==> src/rtl/core/rle_pkg.sv <==
// Shared types and constants for the DCT block run-length encoder.
// Used by the front end, the job queue, the byte serializer and the top level.
package rle_pkg;

    // Block position that is always treated as a zero coefficient.
    localparam logic [5:0] POS_FORCED_ZERO = 6'd62;
    // Block position that only closes the block.
    localparam logic [5:0] POS_END = 6'd63;
    // Most nonzero values carried by one run token.
    localparam logic [1:0] RUN_MAX_NONZERO = 2'd3;
    // Default number of jobs held between the front end and the serializer.
    localparam int QUEUE_DEPTH_DEFAULT = 4;

    // One output job: up to four bytes, sent from index 0 up to last_idx.
    typedef struct packed {
        logic [3:0][7:0] bytes;
        logic [1:0]      last_idx;
        logic            block_end;
    } rle_job_t;

endpackage

==> src/rtl/core/rle_front.sv <==
// Front end of the run-length encoder: tracks the block position and the run state,
// and makes an output job for the DC term, for each run that a coefficient closes and for the block end.
// Depends on rle_pkg.
module rle_front (
    input  logic              clk,
    input  logic              rst_n,
    input  logic              accept,
    input  logic [15:0]       coefficient,
    output logic              push,
    output rle_pkg::rle_job_t job
);
    import rle_pkg::*;

    logic [5:0]      pos_reg, pos_next;
    logic            collecting_reg, collecting_next;
    logic [1:0]      count_reg, count_next;
    logic [5:0]      zrun_reg, zrun_next;
    logic [2:0][7:0] pend_reg, pend_next;

    logic       is_dc;
    logic       is_end;
    logic       nonzero;
    logic [7:0] low_byte;
    logic [7:0] token;

    assign is_dc    = (pos_reg == 6'd0);
    assign is_end   = (pos_reg == POS_END);
    assign nonzero  = (pos_reg != POS_FORCED_ZERO) && (coefficient != 16'd0);
    assign low_byte = coefficient[7:0];
    assign token    = {zrun_reg, count_reg};

    // Job contents: the DC term as two bytes, otherwise the pending run.
    always_comb
    begin
        if (is_dc)
        begin
            job.bytes     = {8'd0, 8'd0, coefficient[15:8], coefficient[7:0]};
            job.last_idx  = 2'd1;
            job.block_end = 1'b0;
        end
        else
        begin
            job.bytes     = {pend_reg[2], pend_reg[1], pend_reg[0], token};
            job.last_idx  = count_reg;
            job.block_end = is_end;
        end
    end

    assign push = accept && (is_dc || is_end || (!collecting_reg && nonzero));

    // Run state update for one accepted coefficient.
    always_comb
    begin
        pos_next        = pos_reg;
        collecting_next = collecting_reg;
        count_next      = count_reg;
        zrun_next       = zrun_reg;
        pend_next       = pend_reg;
        if (accept)
        begin
            pos_next = pos_reg + 6'd1;
            if (is_dc || is_end)
            begin
                collecting_next = 1'b1;
                count_next      = 2'd0;
                zrun_next       = 6'd0;
            end
            else if (collecting_reg)
            begin
                if (nonzero)
                begin
                    case (count_reg)
                        2'd0:    pend_next[0] = low_byte;
                        2'd1:    pend_next[1] = low_byte;
                        2'd2:    pend_next[2] = low_byte;
                        default: pend_next    = pend_reg;
                    endcase
                    count_next = count_reg + 2'd1;
                    if (count_next == RUN_MAX_NONZERO)
                    begin
                        collecting_next = 1'b0;
                        zrun_next       = 6'd0;
                    end
                end
                else
                begin
                    collecting_next = 1'b0;
                    zrun_next       = 6'd1;
                end
            end
            else
            begin
                if (nonzero)
                begin
                    pend_next[0]    = low_byte;
                    count_next      = 2'd1;
                    zrun_next       = 6'd0;
                    collecting_next = 1'b1;
                end
                else
                begin
                    zrun_next = zrun_reg + 6'd1;
                end
            end
        end
    end

    // Control state registers.
    always_ff @(posedge clk or negedge rst_n)
    begin
        if (!rst_n)
        begin
            pos_reg        <= 6'd0;
            collecting_reg <= 1'b1;
            count_reg      <= 2'd0;
            zrun_reg       <= 6'd0;
        end
        else
        begin
            pos_reg        <= pos_next;
            collecting_reg <= collecting_next;
            count_reg      <= count_next;
            zrun_reg       <= zrun_next;
        end
    end

    // Pending nonzero values need no reset: only written entries are read.
    always_ff @(posedge clk)
    begin
        pend_reg <= pend_next;
    end

endmodule

==> src/rtl/core/rle_fifo.sv <==
// Short job queue between the encoder front end and the byte serializer.
// Depends on rle_pkg for the job type.
module rle_fifo #(
    parameter int DEPTH = rle_pkg::QUEUE_DEPTH_DEFAULT
) (
    input  logic              clk,
    input  logic              rst_n,
    input  logic              push,
    input  rle_pkg::rle_job_t push_job,
    input  logic              pop,
    output rle_pkg::rle_job_t head_job,
    output logic              not_empty,
    output logic              full
);
    import rle_pkg::*;

    localparam int PTR_W = (DEPTH > 1) ? $clog2(DEPTH) : 1;
    localparam int CNT_W = $clog2(DEPTH + 1);

    rle_job_t             slots_reg [DEPTH];
    logic [PTR_W-1:0]     wr_ptr_reg, wr_ptr_next;
    logic [PTR_W-1:0]     rd_ptr_reg, rd_ptr_next;
    logic [CNT_W-1:0]     fill_reg, fill_next;
    logic                 do_push;
    logic                 do_pop;

    assign full      = (fill_reg == CNT_W'(DEPTH));
    assign not_empty = (fill_reg != '0);
    assign do_push   = push && !full;
    assign do_pop    = pop && not_empty;
    assign head_job  = slots_reg[rd_ptr_reg];

    // Pointer and fill count update.
    always_comb
    begin
        wr_ptr_next = wr_ptr_reg;
        rd_ptr_next = rd_ptr_reg;
        fill_next   = fill_reg;
        if (do_push)
        begin
            wr_ptr_next = (wr_ptr_reg == PTR_W'(DEPTH - 1)) ? '0 : wr_ptr_reg + 1'b1;
        end
        if (do_pop)
        begin
            rd_ptr_next = (rd_ptr_reg == PTR_W'(DEPTH - 1)) ? '0 : rd_ptr_reg + 1'b1;
        end
        if (do_push && !do_pop)
        begin
            fill_next = fill_reg + 1'b1;
        end
        else if (do_pop && !do_push)
        begin
            fill_next = fill_reg - 1'b1;
        end
    end

    always_ff @(posedge clk or negedge rst_n)
    begin
        if (!rst_n)
        begin
            wr_ptr_reg <= '0;
            rd_ptr_reg <= '0;
            fill_reg   <= '0;
        end
        else
        begin
            wr_ptr_reg <= wr_ptr_next;
            rd_ptr_reg <= rd_ptr_next;
            fill_reg   <= fill_next;
        end
    end

    // Job storage.
    always_ff @(posedge clk)
    begin
        if (do_push)
        begin
            slots_reg[wr_ptr_reg] <= push_job;
        end
    end

endmodule

==> src/rtl/core/rle_back.sv <==
// Back end of the run-length encoder: sends the bytes of each queued job one
// per cycle while out_ready allows, through a registered output stage. Depends on rle_pkg.
module rle_back (
    input  logic              clk,
    input  logic              rst_n,
    input  logic              job_valid,
    input  rle_pkg::rle_job_t job,
    output logic              job_pop,
    output logic              out_valid,
    input  logic              out_ready,
    output logic [7:0]        out_byte,
    output logic              run_last,
    output logic              block_last
);
    import rle_pkg::*;

    logic [1:0] idx_reg, idx_next;
    logic       valid_reg, valid_next;
    logic [7:0] byte_reg;
    logic       run_last_reg;
    logic       block_last_reg;
    logic       load;
    logic       last_byte;

    // A new byte enters the output register whenever it is empty or drained.
    assign load      = job_valid && (!valid_reg || out_ready);
    assign last_byte = (idx_reg == job.last_idx);
    assign job_pop   = load && last_byte;

    always_comb
    begin
        idx_next   = idx_reg;
        valid_next = valid_reg;
        if (load)
        begin
            valid_next = 1'b1;
            idx_next   = last_byte ? 2'd0 : idx_reg + 2'd1;
        end
        else if (out_ready)
        begin
            valid_next = 1'b0;
        end
    end

    always_ff @(posedge clk or negedge rst_n)
    begin
        if (!rst_n)
        begin
            idx_reg   <= 2'd0;
            valid_reg <= 1'b0;
        end
        else
        begin
            idx_reg   <= idx_next;
            valid_reg <= valid_next;
        end
    end

    // Output payload register.
    always_ff @(posedge clk)
    begin
        if (load)
        begin
            byte_reg       <= job.bytes[idx_reg];
            run_last_reg   <= last_byte;
            block_last_reg <= last_byte && job.block_end;
        end
    end

    assign out_valid  = valid_reg;
    assign out_byte   = byte_reg;
    assign run_last   = run_last_reg;
    assign block_last = block_last_reg;

endmodule

==> src/rtl/core/dct_block_run_length_encoder.sv <==
// Run-length encoder for 8x8 blocks of quantized DCT coefficients. A coefficient is
// accepted in every cycle while the job queue (QUEUE_DEPTH jobs) has room; the front
// end classifies it in the same cycle and queues at most one job of one to four bytes.
// The output side sends one byte per cycle while m_axis_tready allows it; a block of
// 64 coefficients encodes to at most 84 bytes, and the slower of the input and that
// output byte port sets the sustained rate. When the queue is empty, the first byte
// of a job passes a queue slot and then the output register. Depends on rle_pkg,
// rle_front, rle_fifo and rle_back.
module dct_block_run_length_encoder #(
    parameter int QUEUE_DEPTH = rle_pkg::QUEUE_DEPTH_DEFAULT
) (
    input  logic        clk,
    input  logic        rst_n,
    input  logic        s_axis_tvalid,
    output logic        s_axis_tready,
    input  logic [15:0] s_axis_tdata,   // [15:0] coefficient
    output logic        m_axis_tvalid,
    input  logic        m_axis_tready,
    output logic [7:0]  m_axis_tdata,   // [7:0] out_byte
    output logic        m_axis_tlast,   // run_last
    output logic [0:0]  m_axis_tuser    // [0] block_last
);
    import rle_pkg::*;

    logic     in_accept;
    logic     push;
    logic     full;
    logic     not_empty;
    logic     pop;
    rle_job_t new_job;
    rle_job_t head_job;

    assign s_axis_tready = !full;
    assign in_accept     = s_axis_tvalid && s_axis_tready;

    // Front end: position and run tracking.
    rle_front u_front (
        .clk         (clk),
        .rst_n       (rst_n),
        .accept      (in_accept),
        .coefficient (s_axis_tdata),
        .push        (push),
        .job         (new_job)
    );

    // Job queue.
    rle_fifo #(
        .DEPTH (QUEUE_DEPTH)
    ) u_fifo (
        .clk       (clk),
        .rst_n     (rst_n),
        .push      (push),
        .push_job  (new_job),
        .pop       (pop),
        .head_job  (head_job),
        .not_empty (not_empty),
        .full      (full)
    );

    // Byte serializer.
    rle_back u_back (
        .clk        (clk),
        .rst_n      (rst_n),
        .job_valid  (not_empty),
        .job        (head_job),
        .job_pop    (pop),
        .out_valid  (m_axis_tvalid),
        .out_ready  (m_axis_tready),
        .out_byte   (m_axis_tdata),
        .run_last   (m_axis_tlast),
        .block_last (m_axis_tuser[0])
    );

endmodule

==> config.mk <==
export PLATFORM = sky130hd
export DESIGN_NAME = dct_block_run_length_encoder
export DESIGN_NICKNAME = d
export VERILOG_FILES = /design/src/rtl/core/rle_pkg.sv /design/src/rtl/core/rle_front.sv /design/src/rtl/core/rle_fifo.sv /design/src/rtl/core/rle_back.sv /design/src/rtl/core/dct_block_run_length_encoder.sv
export SDC_FILE = /design/constraint.sdc
export NUM_CORES = 1
export LEC_CHECK = 0
export ABC_AREA = 1
export BUFFER_PORTS_ARGS = -buffer_cell sky130_fd_sc_hd__buf_4
export CAP_MARGIN = 20
export CORE_MARGIN = 4
export CORE_UTILIZATION = 35
export CTS_CLUSTER_DIAMETER = 50
export DETAILED_ROUTE_END_ITERATION = 8
export PLACE_DENSITY_LB_ADDON = 0.1
export SLEW_MARGIN = 25
export SYNTH_ARGS = -nofsm -noshare
export SYNTH_HDL_FRONTEND = slang
export SYNTH_SLANG_ARGS = --single-unit
==> constraint.sdc <==
create_clock -name clk -period 2.9 [get_ports clk]
set_input_delay 0.145 -clock clk [delete_from_list [all_inputs] [get_ports clk]]
set_output_delay 0.145 -clock clk [all_outputs]
set_load 0.02 [all_outputs]
==> summary.md <==
| Metric | Value |
|---|---|
| Status | `completed` |
| Reg2reg end | `u_fifo.fill_reg[2]$_DFFE_PN0P_` |
| Slew Viols, Final | `0` |
| Total GRT Usage | `between 15 and 20%` |
| Main combinational cell family by area after synthesis | `simple AND/OR/NAND/NOR gates` |
| Compound-Gate Fraction of Synth Area | `between 8 and 9%` |
| GPL Wtd Cong | `approximately 0.78` |
| Most common cell in the synthesized netlist | `edfxtp_1` |
| Pleak | `about 3.7 nW` |
| Global route overflow | `0` |
| Number of I/O pins | `32` |
| Average size of a mapped cell | `between 10 and 15 um^2` |
| Clock skew | `0.00975 ns` |
| Placed cell area | `~9000 um^2` |
| Post-CTS Setup Inserts | `0` |
| Wire per inst | `17.9 um` |
| Synth Flop Type | `edfxtp_1` |
| XOR/XNOR share of the synthesized area | `around 1.4%` |
| #FFs+latches synth | `199` |
| Post-Synth Simple-Gate Area | `13.8%` |
| Overall power | `between 0.009 and 0.01 W` |
| Core ar. | `23600 um^2` |
| First-pass GRT wire length | `between 30000 and 40000 um` |
| Vias/cell | `4.84` |
| Max Cap Viol | `0` |
| Period utilisation layout | `between 80% and 90%` |
| Synth Area in Adders | `between 2 and 2.5%` |
| Clock-pin transition on the worst setup and hold timing paths | `roughly 0.070 ns` |
| Vias in the first global route | `roughly 5.2k` |
| DRC viols | `0` |
| Clock Sinks | `about 200` |
| Pre-CTS worst setup slack | `between 0.3 and 0.4 ns` |
| PwrDens | `approximately 980 nW/um^2` |
| DRT Wirelength | `19500 um` |
| Slew @ Worst Pin | `0.413 ns` |
| Die Y-Extent | `between 150 and 200 um` |
| Max reg flops | `140` |
| Number of port buffers | `31` |
| Final min period | `2.58 ns` |
| Final Non-Filler Cells | `roughly 1.1k` |
| ANT nets after route | `0` |
| CTS HTree Levels | `4` |
| Layout area overhead | `16.2%` |
| Die area | `between 20000 and 30000 um^2` |
| Final instance area | `9810 um^2` |
| HPWL Detailed | `approximately 12000 um` |
| Sequential cell area fraction in the yosys report | `between 60% and 70%` |
| Worst EP arrival | `between 2 and 3 ns` |
| Pin count of the biggest net entering global routing | `37` |
| Hold Path Depth | `3` |
| Min-Delay Path Class | `in -> reg` |
| Fill cell count | `2207` |
| Worst VDD drop | `a little under 0.4 mV` |
| Reg-to-Reg Start | `u_front.pos_reg[0]$_DFFE_PN0N_` |
| First-pass DRT Iterations | `4` |
| Diodes inserted | `0` |
| Final WS setup | `0.319 ns` |
| Slew Limit Headroom | `about 72%` |
| Synthesized Nets | `approximately 740` |
| Netlist Area Pre-Place | `about 8400 um^2` |
| Synth warn | `0` |
| RSZ-0062 raised after global routing | `false` |
| Worst-skew pair later-pin latency | `about 0.43 ns` |
| Die X | `around 160 um` |
| CP startpoint | `u_front.pos_reg[0]$_DFFE_PN0N_` |
| Drt first-iter violations | `roughly 320` |
| Total CTS buffers | `17` |
| Critical-path maximum fanout | `7` |
| Vias after detailed routing | `~5.3k` |
| CTS Root Buffer Type | `clkbuf_16` |
| CTS max path bufs | `2` |
| Nature of the critical path endpoint | `register` |
| Netlist cell types | `38` |
| Commonest cells post-synth | `edfxtp_1 (174), nand2_1 (131), nor2_1 (109), o21ai_0 (64), inv_1 (46)` |
| Async S/R FF share, synth | `between 10% and 20%` |
| Hold EP | `u_front.pos_reg[0]$_DFFE_PN0N_` |
| Reg2reg setup slack | `0.32 ns` |
| Crit path kind | `reg -> reg` |
| Initial Utilization | `between 30% and 40%` |
| Post-synth EDFFs | `174` |
| Final Hold Viols | `0` |
| Worst hold start | `s_axis_tvalid` |
| FP Rows | `between 50 and 60` |
| Area leader, netlist | `edfxtp_1` |
| CTS tree | `done` |
| Placed Instances | `approximately 1.0k` |
| CP startpoint kind | `register` |
| Final-stage net count | `a little under 800` |
| Multiplexer share of the synthesized area | `0%` |
| # setup viols final | `0` |
| Initial antenna violation count | `0` |
| Top cell type's share of synthesized area | `just over 60%` |
| Register-to-Register Path Depth | `14` |
| Dominant cells by area after synthesis | `edfxtp_1 (62%), dfrtp_1 (7.1%), nand2_1 (5.8%), nor2_1 (4.8%), o21ai_0 (3.8%)` |
| Mapped Cells | `roughly 710` |
| Fmax | `around 390 MHz` |
| Fraction of layout cells with a size suffix above 1 | `13.9%` |
| Critical path data required time | `3.21 ns` |
[layout by cell type (no fill, tap or decap), types with 6 or more instances in the layout]
cell           synthesis  final
buf_4                  7     48
nor2_1               109    105
dlygate4sd3_1          0     10
dfrtp_1               24     23
inv_6                  0      6
clkbuf_16              0     17
xor2_1                 9      9
o21ai_0               64     64
o21ai_1                9      9
o221ai_1              16     16
edfxtp_1             174    174
ha_1                  14     14
nor2_4                 3      7
inv_1                 46     46
o211ai_1              16     16
nand3_1               19     19
nand2_1              131    131
o22ai_1                9      9
nand4_1                6      6
[routing by layer]
layer	vias to the layer above	routed length, um	global-route usage (%)
met1	2614	9260	21.4
met4	0	231	4.16
met3	16	568	2.47
li1	2561	-	-
met2	91	9420	25.1
met5	-	0	0
[area by class of cell]
class	count	area, um^2	share of cell area (%)
multi-input cells	427	2250	22.9
well taps	319	399	4.07
clock inverters	14	138	1.40
inverters	52	205	2.09
repair buffers	62	541	5.51
clock buffers	18	429	4.37
flip-flops and latches	199	5850	59.7
[repair_timing]
action / 4_1_cts / 5_1_grt
hold endpoints to repair: 50 / 0
gates resized for setup: 0 / 0
hold buffers: 10 / 0
[where the power goes]
group / internal (W) / switching (W)
Combinational: 0.00103 / 0.00219
Sequential: 0.00388 / 0.000272
Clock: 0.00121 / 0.00108
[metrics by stage]
| step | TNS [ns] | utilization (%) | hold slack (ns) |
|---|---|---|---|
| finish | 0 | 41.5 | 0.0391 |
| CTS | 0 | 41.5 | 0.0256 |
| floorplan | -34.50 | - | -0.151 |
| detailed placement | 0 | 38.7 | 0.0826 |
| global route | 0 | 41.5 | 0.0371 |
| global placement | 0 | 38.7 | 0.0821 |
[logic make-up (layout without fill, tap and decap cells)]
| group | after synthesis | after routing |
|---|---|---|
| buffers and inverters | 83 | 146 |
| AO/OA/AOI/OAI | 121 | 121 |
| AND/OR/NAND/NOR | 278 | 278 |
| adder cells (fa/ha/maj) | 15 | 15 |
| flip-flops | 199 | 199 |
| XOR/XNOR | 13 | 13 |
[how the worst max path moves through the flow]
stage | end | slack, ns | cells after the start
after global routing | u_fifo.fill_reg[2]$_DFFE_PN0P_ | 0.12 | 14
after detailed placement | u_fifo.fill_reg[2]$_DFFE_PN0P_ | 0.34 | 14
final | u_fifo.fill_reg[2]$_DFFE_PN0P_ | 0.32 | 14
after CTS | u_fifo.fill_reg[2]$_DFFE_PN0P_ | 0.32 | 14
after floorplan | u_fifo.slots_reg[3][0]$_DFFE_PP_ | -0.25 | 8
after global placement | u_fifo.fill_reg[2]$_DFFE_PN0P_ | 0.35 | 14
[critical path, cell delays in order (launching register included)]
cell,delay (ns)
dfrtp_1,0.41
inv_1,0.12
ha_1,0.18
nand2_2,0.07
nor2_4,0.17
nor2_8,0.08
nand2_2,0.11
nand3_4,0.16
inv_1,0.10
ha_1,0.14
inv_1,0.07
fa_1,0.44
a21oi_1,0.15
o21ai_0,0.11
xor2_1,0.15
(Power assumes the default switching activity.)
